### src/hw/rtl/esckd_pkg.sv
// Shared types, constants and the fixed key table for the escape key
// sequence decoder. No dependencies.
package esckd_pkg;

  localparam int SEQ_BYTES     = 6;
  localparam int TABLE_ENTRIES = 13;
  localparam int CFG_REGS      = 5;
  localparam int FIXED_ENTRIES = 8;
  localparam int LEN_W         = 3;
  localparam int IDX_W         = 3;
  localparam int CODE_W        = 9;
  localparam int SEQ_W         = 51;
  localparam int LEN_LSB       = 48;
  localparam int DATA_W        = 64;
  localparam int ADDR_W        = 6;

  typedef logic [SEQ_W-1:0]  seq_word_t;
  typedef logic [CODE_W-1:0] key_code_t;

  localparam logic [7:0] ESC_BYTE = 8'h1b;

  localparam key_code_t KEY_LEFT   = 9'h101;
  localparam key_code_t KEY_RIGHT  = 9'h102;
  localparam key_code_t KEY_UP     = 9'h103;
  localparam key_code_t KEY_DOWN   = 9'h104;
  localparam key_code_t KEY_DELETE = 9'h108;

  // Register indexes, in address order
  localparam logic [IDX_W-1:0] REG_LEFT   = 3'd0;
  localparam logic [IDX_W-1:0] REG_RIGHT  = 3'd1;
  localparam logic [IDX_W-1:0] REG_UP     = 3'd2;
  localparam logic [IDX_W-1:0] REG_DOWN   = 3'd3;
  localparam logic [IDX_W-1:0] REG_DELETE = 3'd4;

  function automatic seq_word_t fixed3(logic [7:0] b1, logic [7:0] b2);
    fixed3 = {3'd3, 24'h0, b2, b1, ESC_BYTE};
  endfunction

  localparam seq_word_t FIXED_SEQ [FIXED_ENTRIES] = '{
    fixed3(8'h5b, 8'h44), fixed3(8'h5b, 8'h43), fixed3(8'h5b, 8'h41), fixed3(8'h5b, 8'h42),
    fixed3(8'h4f, 8'h44), fixed3(8'h4f, 8'h43), fixed3(8'h4f, 8'h41), fixed3(8'h4f, 8'h42)
  };

  localparam key_code_t ENTRY_CODE [TABLE_ENTRIES] = '{
    KEY_LEFT, KEY_RIGHT, KEY_UP, KEY_DOWN,
    KEY_LEFT, KEY_RIGHT, KEY_UP, KEY_DOWN,
    KEY_LEFT, KEY_RIGHT, KEY_UP, KEY_DOWN,
    KEY_DELETE
  };

  // Outcome of one byte, from the matcher to the control path
  typedef struct packed {
    logic             emit;
    key_code_t        code;
    logic [LEN_W-1:0] next_len;
    logic             wr_en;
    logic [IDX_W-1:0] wr_idx;
  } esckd_res_t;

endpackage

### src/hw/rtl/escape_key_sequence_decoder.sv
// Escape key sequence decoder, top level.
// One byte per cycle unless a key code meets a stalled output; one input register,
// one matcher pass and one result register, which drives out_tvalid.
// A byte that yields no key code leaves the input register without waiting for the output.
// Reset (synchronous, rst_n low): no sequence in progress, both stages empty, registers zero.
module escape_key_sequence_decoder
  import esckd_pkg::*;
(
  input  logic              clk,
  input  logic              rst_n,
  input  logic              in_tvalid,
  output logic              in_tready,
  input  logic [7:0]        in_tdata,    // [7:0] in_byte
  output logic              out_tvalid,
  input  logic              out_tready,
  output logic [15:0]       out_tdata,   // [8:0] key_code, [15:9] zero
  input  logic              cfg_psel,
  input  logic              cfg_penable,
  input  logic              cfg_pwrite,
  input  logic [ADDR_W-1:0] cfg_paddr,
  input  logic [DATA_W-1:0] cfg_pwdata,
  output logic [DATA_W-1:0] cfg_prdata,
  output logic              cfg_pready
);

  seq_word_t        seq_cfg [CFG_REGS];
  logic             s1_valid_r;
  logic [7:0]       s1_byte_r;
  logic [LEN_W-1:0] len_r;
  logic [7:0]       bytes_r [SEQ_BYTES];
  logic             out_valid_r;
  key_code_t        out_code_r;
  esckd_res_t       res;
  logic             s1_adv;

  esckd_cfg u_cfg (
    .clk         (clk),
    .rst_n       (rst_n),
    .cfg_psel    (cfg_psel),
    .cfg_penable (cfg_penable),
    .cfg_pwrite  (cfg_pwrite),
    .cfg_paddr   (cfg_paddr),
    .cfg_pwdata  (cfg_pwdata),
    .cfg_prdata  (cfg_prdata),
    .cfg_pready  (cfg_pready),
    .seq_cfg     (seq_cfg)
  );

  esckd_match u_match (
    .len      (len_r),
    .bytes_in (bytes_r),
    .in_byte  (s1_byte_r),
    .seq_cfg  (seq_cfg),
    .res      (res)
  );

  // advance unless a key code would land on a stalled output
  assign s1_adv    = s1_valid_r && (!res.emit || !out_valid_r || out_tready);
  assign in_tready = !s1_valid_r || s1_adv;

  always_ff @(posedge clk) begin
    if (!rst_n) begin
      s1_valid_r <= 1'b0;
    end else if (in_tready) begin
      s1_valid_r <= in_tvalid;
    end
  end

  always_ff @(posedge clk) begin
    if (in_tready && in_tvalid) s1_byte_r <= in_tdata;
  end

  always_ff @(posedge clk) begin
    if (!rst_n) begin
      len_r <= '0;
    end else if (s1_adv) begin
      len_r <= res.next_len;
    end
  end

  always_ff @(posedge clk) begin
    if (s1_adv && res.wr_en) bytes_r[res.wr_idx] <= s1_byte_r;
  end

  always_ff @(posedge clk) begin
    if (!rst_n) begin
      out_valid_r <= 1'b0;
    end else if (s1_adv && res.emit) begin
      out_valid_r <= 1'b1;
    end else if (out_tready) begin
      out_valid_r <= 1'b0;
    end
  end

  always_ff @(posedge clk) begin
    if (s1_adv && res.emit) out_code_r <= res.code;
  end

  assign out_tvalid = out_valid_r;
  assign out_tdata  = {7'b0, out_code_r};

  a_len_bound: assert property (@(posedge clk) disable iff (!rst_n)
    len_r <= LEN_W'(SEQ_BYTES))
    else $error("collected length beyond buffer");

  a_esc_head: assert property (@(posedge clk) disable iff (!rst_n)
    len_r != '0 |-> bytes_r[0] == ESC_BYTE)
    else $error("sequence in progress without ESC at head");

  a_plain_pass: assert property (@(posedge clk) disable iff (!rst_n)
    (s1_adv && len_r == '0 && s1_byte_r != ESC_BYTE)
      |=> out_valid_r && out_code_r == CODE_W'($past(s1_byte_r)))
    else $error("plain byte not passed through");

  a_key_code: assert property (@(posedge clk) disable iff (!rst_n)
    (out_valid_r && out_code_r[CODE_W-1]) |->
      (out_code_r == KEY_LEFT || out_code_r == KEY_RIGHT || out_code_r == KEY_UP ||
       out_code_r == KEY_DOWN || out_code_r == KEY_DELETE))
    else $error("unknown key code on output");

endmodule

### src/hw/rtl/esckd_cfg.sv
// APB-style register file holding the five programmable key sequences.
// Depends on esckd_pkg.
module esckd_cfg
  import esckd_pkg::*;
(
  input  logic              clk,
  input  logic              rst_n,
  input  logic              cfg_psel,
  input  logic              cfg_penable,
  input  logic              cfg_pwrite,
  input  logic [ADDR_W-1:0] cfg_paddr,
  input  logic [DATA_W-1:0] cfg_pwdata,
  output logic [DATA_W-1:0] cfg_prdata,
  output logic              cfg_pready,
  output seq_word_t         seq_cfg [CFG_REGS]
);

  seq_word_t        seq_r [CFG_REGS];
  logic [IDX_W-1:0] reg_idx;
  logic             wr_en;
  logic             idx_ok;

  assign reg_idx    = cfg_paddr[ADDR_W-1:3];
  assign idx_ok     = reg_idx < IDX_W'(CFG_REGS);
  assign wr_en      = cfg_psel && cfg_penable && cfg_pwrite && idx_ok;
  assign cfg_pready = 1'b1;

  always_ff @(posedge clk) begin
    if (!rst_n) begin
      for (int i = 0; i < CFG_REGS; i++) seq_r[i] <= '0;
    end else if (wr_en) begin
      seq_r[reg_idx] <= cfg_pwdata[SEQ_W-1:0];
    end
  end

  always_comb begin
    cfg_prdata = '0;
    if (idx_ok) cfg_prdata = DATA_W'(seq_r[reg_idx]);
  end

  assign seq_cfg = seq_r;

endmodule

### src/hw/rtl/esckd_match.sv
// Combinational matcher: appends one byte to the collected sequence and
// compares it against all table entries in parallel. Depends on esckd_pkg.
module esckd_match
  import esckd_pkg::*;
(
  input  logic [LEN_W-1:0] len,
  input  logic [7:0]       bytes_in [SEQ_BYTES],
  input  logic [7:0]       in_byte,
  input  seq_word_t        seq_cfg  [CFG_REGS],
  output esckd_res_t       res
);

  logic [7:0]         buf_b [SEQ_BYTES];
  seq_word_t          word  [TABLE_ENTRIES];
  logic [LEN_W-1:0]   elen  [TABLE_ENTRIES];
  logic [TABLE_ENTRIES-1:0] hit;
  logic [TABLE_ENTRIES-1:0] exact;
  logic [LEN_W-1:0]   n;
  logic               same;
  key_code_t          code;

  always_comb begin
    n = len + LEN_W'(1);
    for (int i = 0; i < SEQ_BYTES; i++) begin
      buf_b[i] = (IDX_W'(i) == len) ? in_byte : bytes_in[i];
    end

    for (int k = 0; k < TABLE_ENTRIES; k++) begin
      if (k < 4) word[k] = seq_cfg[k];
      else if (k < 4 + FIXED_ENTRIES) word[k] = FIXED_SEQ[k-4];
      else if (k == 4 + FIXED_ENTRIES) word[k] = seq_cfg[REG_DELETE];
      else word[k] = '0;
    end

    for (int k = 0; k < TABLE_ENTRIES; k++) begin
      elen[k] = word[k][LEN_LSB +: LEN_W];
      if (elen[k] > LEN_W'(SEQ_BYTES)) elen[k] = LEN_W'(SEQ_BYTES);
      same = 1'b1;
      for (int i = 0; i < SEQ_BYTES; i++) begin
        if (IDX_W'(i) < n && word[k][8*i +: 8] != buf_b[i]) same = 1'b0;
      end
      hit[k]   = (elen[k] != '0) && (elen[k] >= n) && same;
      exact[k] = hit[k] && (elen[k] == n);
    end

    // Walk down so the lowest matching entry wins
    code = '0;
    for (int k = TABLE_ENTRIES - 1; k >= 0; k--) begin
      if (exact[k]) code = ENTRY_CODE[k];
    end

    res        = '0;
    res.wr_idx = len;
    if (len == '0) begin
      if (in_byte != ESC_BYTE) begin
        res.emit = 1'b1;
        res.code = CODE_W'(in_byte);
      end else begin
        res.wr_en    = 1'b1;
        res.next_len = LEN_W'(1);
      end
    end else if (len >= LEN_W'(SEQ_BYTES)) begin
      // full buffer: drop it
      res.next_len = '0;
    end else begin
      res.wr_en = 1'b1;
      if (|exact) begin
        res.emit     = 1'b1;
        res.code     = code;
        res.next_len = '0;
      end else if (|hit) begin
        res.next_len = n;
      end else begin
        res.next_len = '0;
      end
    end
  end

endmodule

### config.mk
export PLATFORM = sky130hd
export DESIGN_NAME = escape_key_sequence_decoder
export DESIGN_NICKNAME = d
export VERILOG_FILES = /design/src/hw/rtl/esckd_pkg.sv /design/src/hw/rtl/escape_key_sequence_decoder.sv /design/src/hw/rtl/esckd_cfg.sv /design/src/hw/rtl/esckd_match.sv
export SDC_FILE = /design/constraint.sdc
export NUM_CORES = 1
export LEC_CHECK = 0
export ABC_CLOCK_PERIOD_IN_PS = 9270
export BUFFER_PORTS_ARGS = -buffer_cell sky130_fd_sc_hd__buf_2
export CORE_MARGIN = 3
export CORE_UTILIZATION = 51
export CTS_BUF_LIST = sky130_fd_sc_hd__clkbuf_16
export CTS_CLUSTER_DIAMETER = 50
export CTS_CLUSTER_SIZE = 24
export DETAILED_ROUTE_END_ITERATION = 8
export PLACE_DENSITY = 0.7
export SLEW_MARGIN = 20
export SYNTH_ARGS = -nofsm -noshare
export SYNTH_HDL_FRONTEND = slang
export SYNTH_SLANG_ARGS = --single-unit
### constraint.sdc
create_clock -name clk -period 9.27 [get_ports clk]
set_input_delay 1.3905 -clock clk [delete_from_list [all_inputs] [get_ports clk]]
set_output_delay 1.3905 -clock clk [all_outputs]
set_load 0.02 [all_outputs]
==> metrics.log <==
INFO  metric outcome = completed
INFO  metric clkLatencyLatePin = 0.57 ns
INFO  metric fmaxAchievable = 139.7 MHz
INFO  metric worst_path_dominant_cell_family = simple AND/OR/NAND/NOR gates
INFO  metric syn_area = roughly 20000 um2
INFO  metric finalClockSkew = 0.02570 ns
INFO  metric drc = 0
INFO  metric post_cts_hold_buffer_count = 0
INFO  metric dpl.hpwl = around 47000 um
INFO  metric dpl_cell_area = between 20000 and 25000 um2
INFO  metric worst_r2r_path_depth = 12
INFO  metric finalNonFillerCells = 3066
INFO  metric postSynthRegisterBits = 325
INFO  metric starting_density_of_the_core = 52.42%
INFO  metric max_cap_violation_count = 0
INFO  metric layout_worst_path_cycle_share = approximately 77%
INFO  metric path_cells = inv_1 > ha_1 > nand2b_1 > mux2i_1 > xor2_1 > and4_1 > a41oi_1 > nor4_1 > a21oi_1 > nor4b_4 > a21oi_1 > nor2_1 > buf_2
INFO  metric grt-ovfl-total = 0
INFO  metric dominantRegCellSynth = sky130_fd_sc_hd__dfxtp_1
INFO  metric worst_path_largest_cell_delay = 0.77 ns
INFO  metric cp.required = around 7.9 ns
INFO  metric design.portCount = roughly 170
INFO  metric yosysSeqAreaShare = 35.82%
INFO  metric cts_root_buf = sky130_fd_sc_hd__clkbuf_16
INFO  metric layout.cells.most_common_list = sky130_fd_sc_hd__nand2_1 (624), sky130_fd_sc_hd__a21oi_1 (297), sky130_fd_sc_hd__dfxtp_1 (260)
INFO  metric hold_path_depth = 2
INFO  metric fp.coreArea = 38110 um2
INFO  metric layout.cells.most_common = sky130_fd_sc_hd__nand2_1
INFO  metric grt_pass1_vias = around 19000
INFO  metric nets = 2630
INFO  metric finalCriticalPeriod = 7.158 ns
INFO  metric unrepaired_setup_endpoints_after_global_routing = false
INFO  metric critPathBufInv = 2
INFO  metric finalWirelength = ~73000 um
INFO  metric area.growth.synth_to_final = 10.09%
INFO  metric via_per_inst = 6.420
INFO  metric drt_first_pass_iters = 8
INFO  metric io_port_bufs = between 100 and 150
INFO  metric synth_enable_flop_cells = 65
INFO  metric wire_length_of_the_first_global_routing_pass = 111300 um
INFO  metric timing_hold_violations_final = 0
INFO  metric worst_path_most_repeated_cell = sky130_fd_sc_hd__a21oi_1
INFO  metric dieArea = 41590 um2
INFO  metric timing_max_transition_violations_final = 0
INFO  metric tightestPinTransition = 1.134 ns
INFO  metric detailedPlace.worstSlack = roughly 2.9 ns
INFO  metric rows = 71
INFO  metric worst-setup-path-type = reg2out
INFO  metric critPathCaptureType = primary output
INFO  metric dp_cells = between 2000 and 3000
INFO  metric clkSlewWorstSetupHoldPaths = 0.07 ns
INFO  metric ys_types = 87
INFO  metric power-per-cell-area = 150.2 nW/um2
INFO  metric cts_made_buffers = 38
INFO  metric final_critical_path_setup_slack = about 2.1 ns
INFO  metric cts.sink_count = approximately 330
INFO  metric async_flop_share = 0%
INFO  metric cpMaxStageDelayCell = sky130_fd_sc_hd__nand2b_1
INFO  metric timing.hold.worst.class = reg2reg
INFO  metric r2r_setup_slack = 3.29 ns
INFO  metric min_from = u_cfg.seq_cfg[132]$_SDFFE_PN0P_
INFO  metric timing.slew.headroom = 24.42%
INFO  metric finalInstanceArea = 21990 um2
INFO  metric final-setup-viol-count = 0
INFO  metric r2r-end = out_code_r[1]$_DFFE_PP_
INFO  metric initial_antenna_violation_count = 0
INFO  metric drtIter0Drc = 2547
INFO  metric p_leak = a little under 8 nW
INFO  metric drtAntennaViolNets = 0
INFO  metric drive_above_1_share = between 10% and 20%
INFO  metric route.detailed.wl_per_inst = 23.88 um
INFO  metric cts_tree = built
INFO  metric dr_total_vias = 19680
INFO  metric worst_ep_arrival_time = approximately 5.8 ns
INFO  metric htree_num_levels = 2
INFO  metric crit_path_start = len_r[0]$_SDFFE_PN0P_
INFO  metric regToRegStartpoint = len_r[0]$_SDFFE_PN0P_
INFO  metric cts.repair.resized = 0
INFO  metric syn_inst = 2526
INFO  metric final.setup.tns = 0 ns
INFO  metric grt_start_max_net_pins = 98
INFO  metric highest_ir_drop_seen_on_vdd = ~0.00015 V
INFO  metric worstPathMaxFanout = 26
INFO  metric number_of_synthesis_warnings = 0
INFO  metric cp.depth = 13
INFO  metric floorplan.die.width = 203.9 um
INFO  metric start_kind = flip-flop
INFO  metric endpoint = in_tready
INFO  metric gp_congestion = just under 1
INFO  metric post-cts-setup-buffers = 0
INFO  metric floorplan.die.height = roughly 200 um
INFO  metric syn-mean-instance-area = just under 8 um2
INFO  metric grt_usage = 34.18%
INFO  metric clock_tree.buffer_depth = 3
[sequential cells by signal, summed over array words and instances, names as in the netlist]
| name | flops |
|---|---|
| bytes_r | 48 |
| len_r | 3 |
| out_code_r | 9 |
| out_tvalid | 1 |
| s1_byte_r | 8 |
| s1_valid_r | 1 |
| u_cfg.seq_cfg | 255 |
[layout make-up]
cell class	instances	area, um2
sequential	325	7157
inverter	60	230.2
tap	511	639.4
clock buffer	44	1101
timing repair buffer	164	920.9
multi-input combinational	1936	11690
antenna	1	2.502
clock inverter	25	255.2
fill	3498	16120
[logic make-up after synthesis]
logic type / after synthesis / synth area share, %
AO/OA/AOI/OAI: 671 / 21.84
buffers and inverters: 284 / 6.338
AND/OR/NAND/NOR: 904 / 20.02
XOR/XNOR: 236 / 10.35
other: 2 / 0.03759
flip-flops: 325 / 35.82
adder cells (fa/ha/maj): 20 / 1.253
multiplexers: 84 / 4.346
[through the flow]
step                      util [%]  hold slack (ns)  power [mW]
after floorplan                  -           0.4490       1.633
after global placement       54.07           0.4630       1.712
after detailed placement     54.07           0.4724       1.716
after CTS                    57.63           0.4808       3.308
after global routing         57.71           0.5057       3.384
final                        57.71           0.4817       3.304
[Yosys cell counts (all sizes together), types with 27 or more instances]
cell type / instances / area (um2)
nor2b: 35 / 219.0
inv: 57 / 214.0
a21oi: 298 / 1495
nor2: 47 / 178.9
nand2: 629 / 2364
clkbuf: 148 / 556.8
nand2b: 27 / 168.9
mux2i: 84 / 868.3
o22ai: 27 / 168.9
nand3: 27 / 135.1
o21ai: 95 / 475.5
buf: 76 / 484.2
xnor2: 123 / 1077
dfxtp: 260 / 5205
xor2: 113 / 989.7
edfxtp: 65 / 1952
a221o: 55 / 550.5
[power breakdown]
| group | internal [mW] | switching (mW) |
|---|---|---|
| sequential | 1.45 | 0.0184 |
| clock | 0.933 | 0.678 |
| combinational | 0.0605 | 0.161 |
[worst register-to-register path: cells and delay by family (launching register included)]
kind	cells	cell delay, ns
multiplexers	1	0.58
AO/OA/AOI/OAI	4	1.75
adder cells (fa/ha/maj)	1	0.66
buffers and inverters	1	0.47
AND/OR/NAND/NOR	4	1.58
XOR/XNOR	1	0.11
flip-flops	1	0.45
[how the worst min path moves through the flow]
stage,slack [ns],end
3_5_place_dp,0.47,u_cfg.seq_cfg[129]$_SDFFE_PN0P_
5_1_grt,0.51,u_cfg.seq_cfg[231]$_SDFFE_PN0P_
4_1_cts,0.48,u_cfg.seq_cfg[129]$_SDFFE_PN0P_
2_1_floorplan,0.45,u_cfg.seq_cfg[86]$_SDFFE_PN0P_
6_report,0.48,u_cfg.seq_cfg[132]$_SDFFE_PN0P_
3_3_place_gp,0.46,u_cfg.seq_cfg[86]$_SDFFE_PN0P_
[metal layers]
metal | vias up | track usage, % | routed length (um)
met5 | - | 0 | 0
met4 | 0 | 13.62 | 2799
met3 | 212 | 6.514 | 7866
met2 | 1179 | 53.23 | 32600
met1 | 9452 | 46.98 | 29960
li1 | 8841 | - | -
Note: power is estimated with default switching activity, not from simulation.
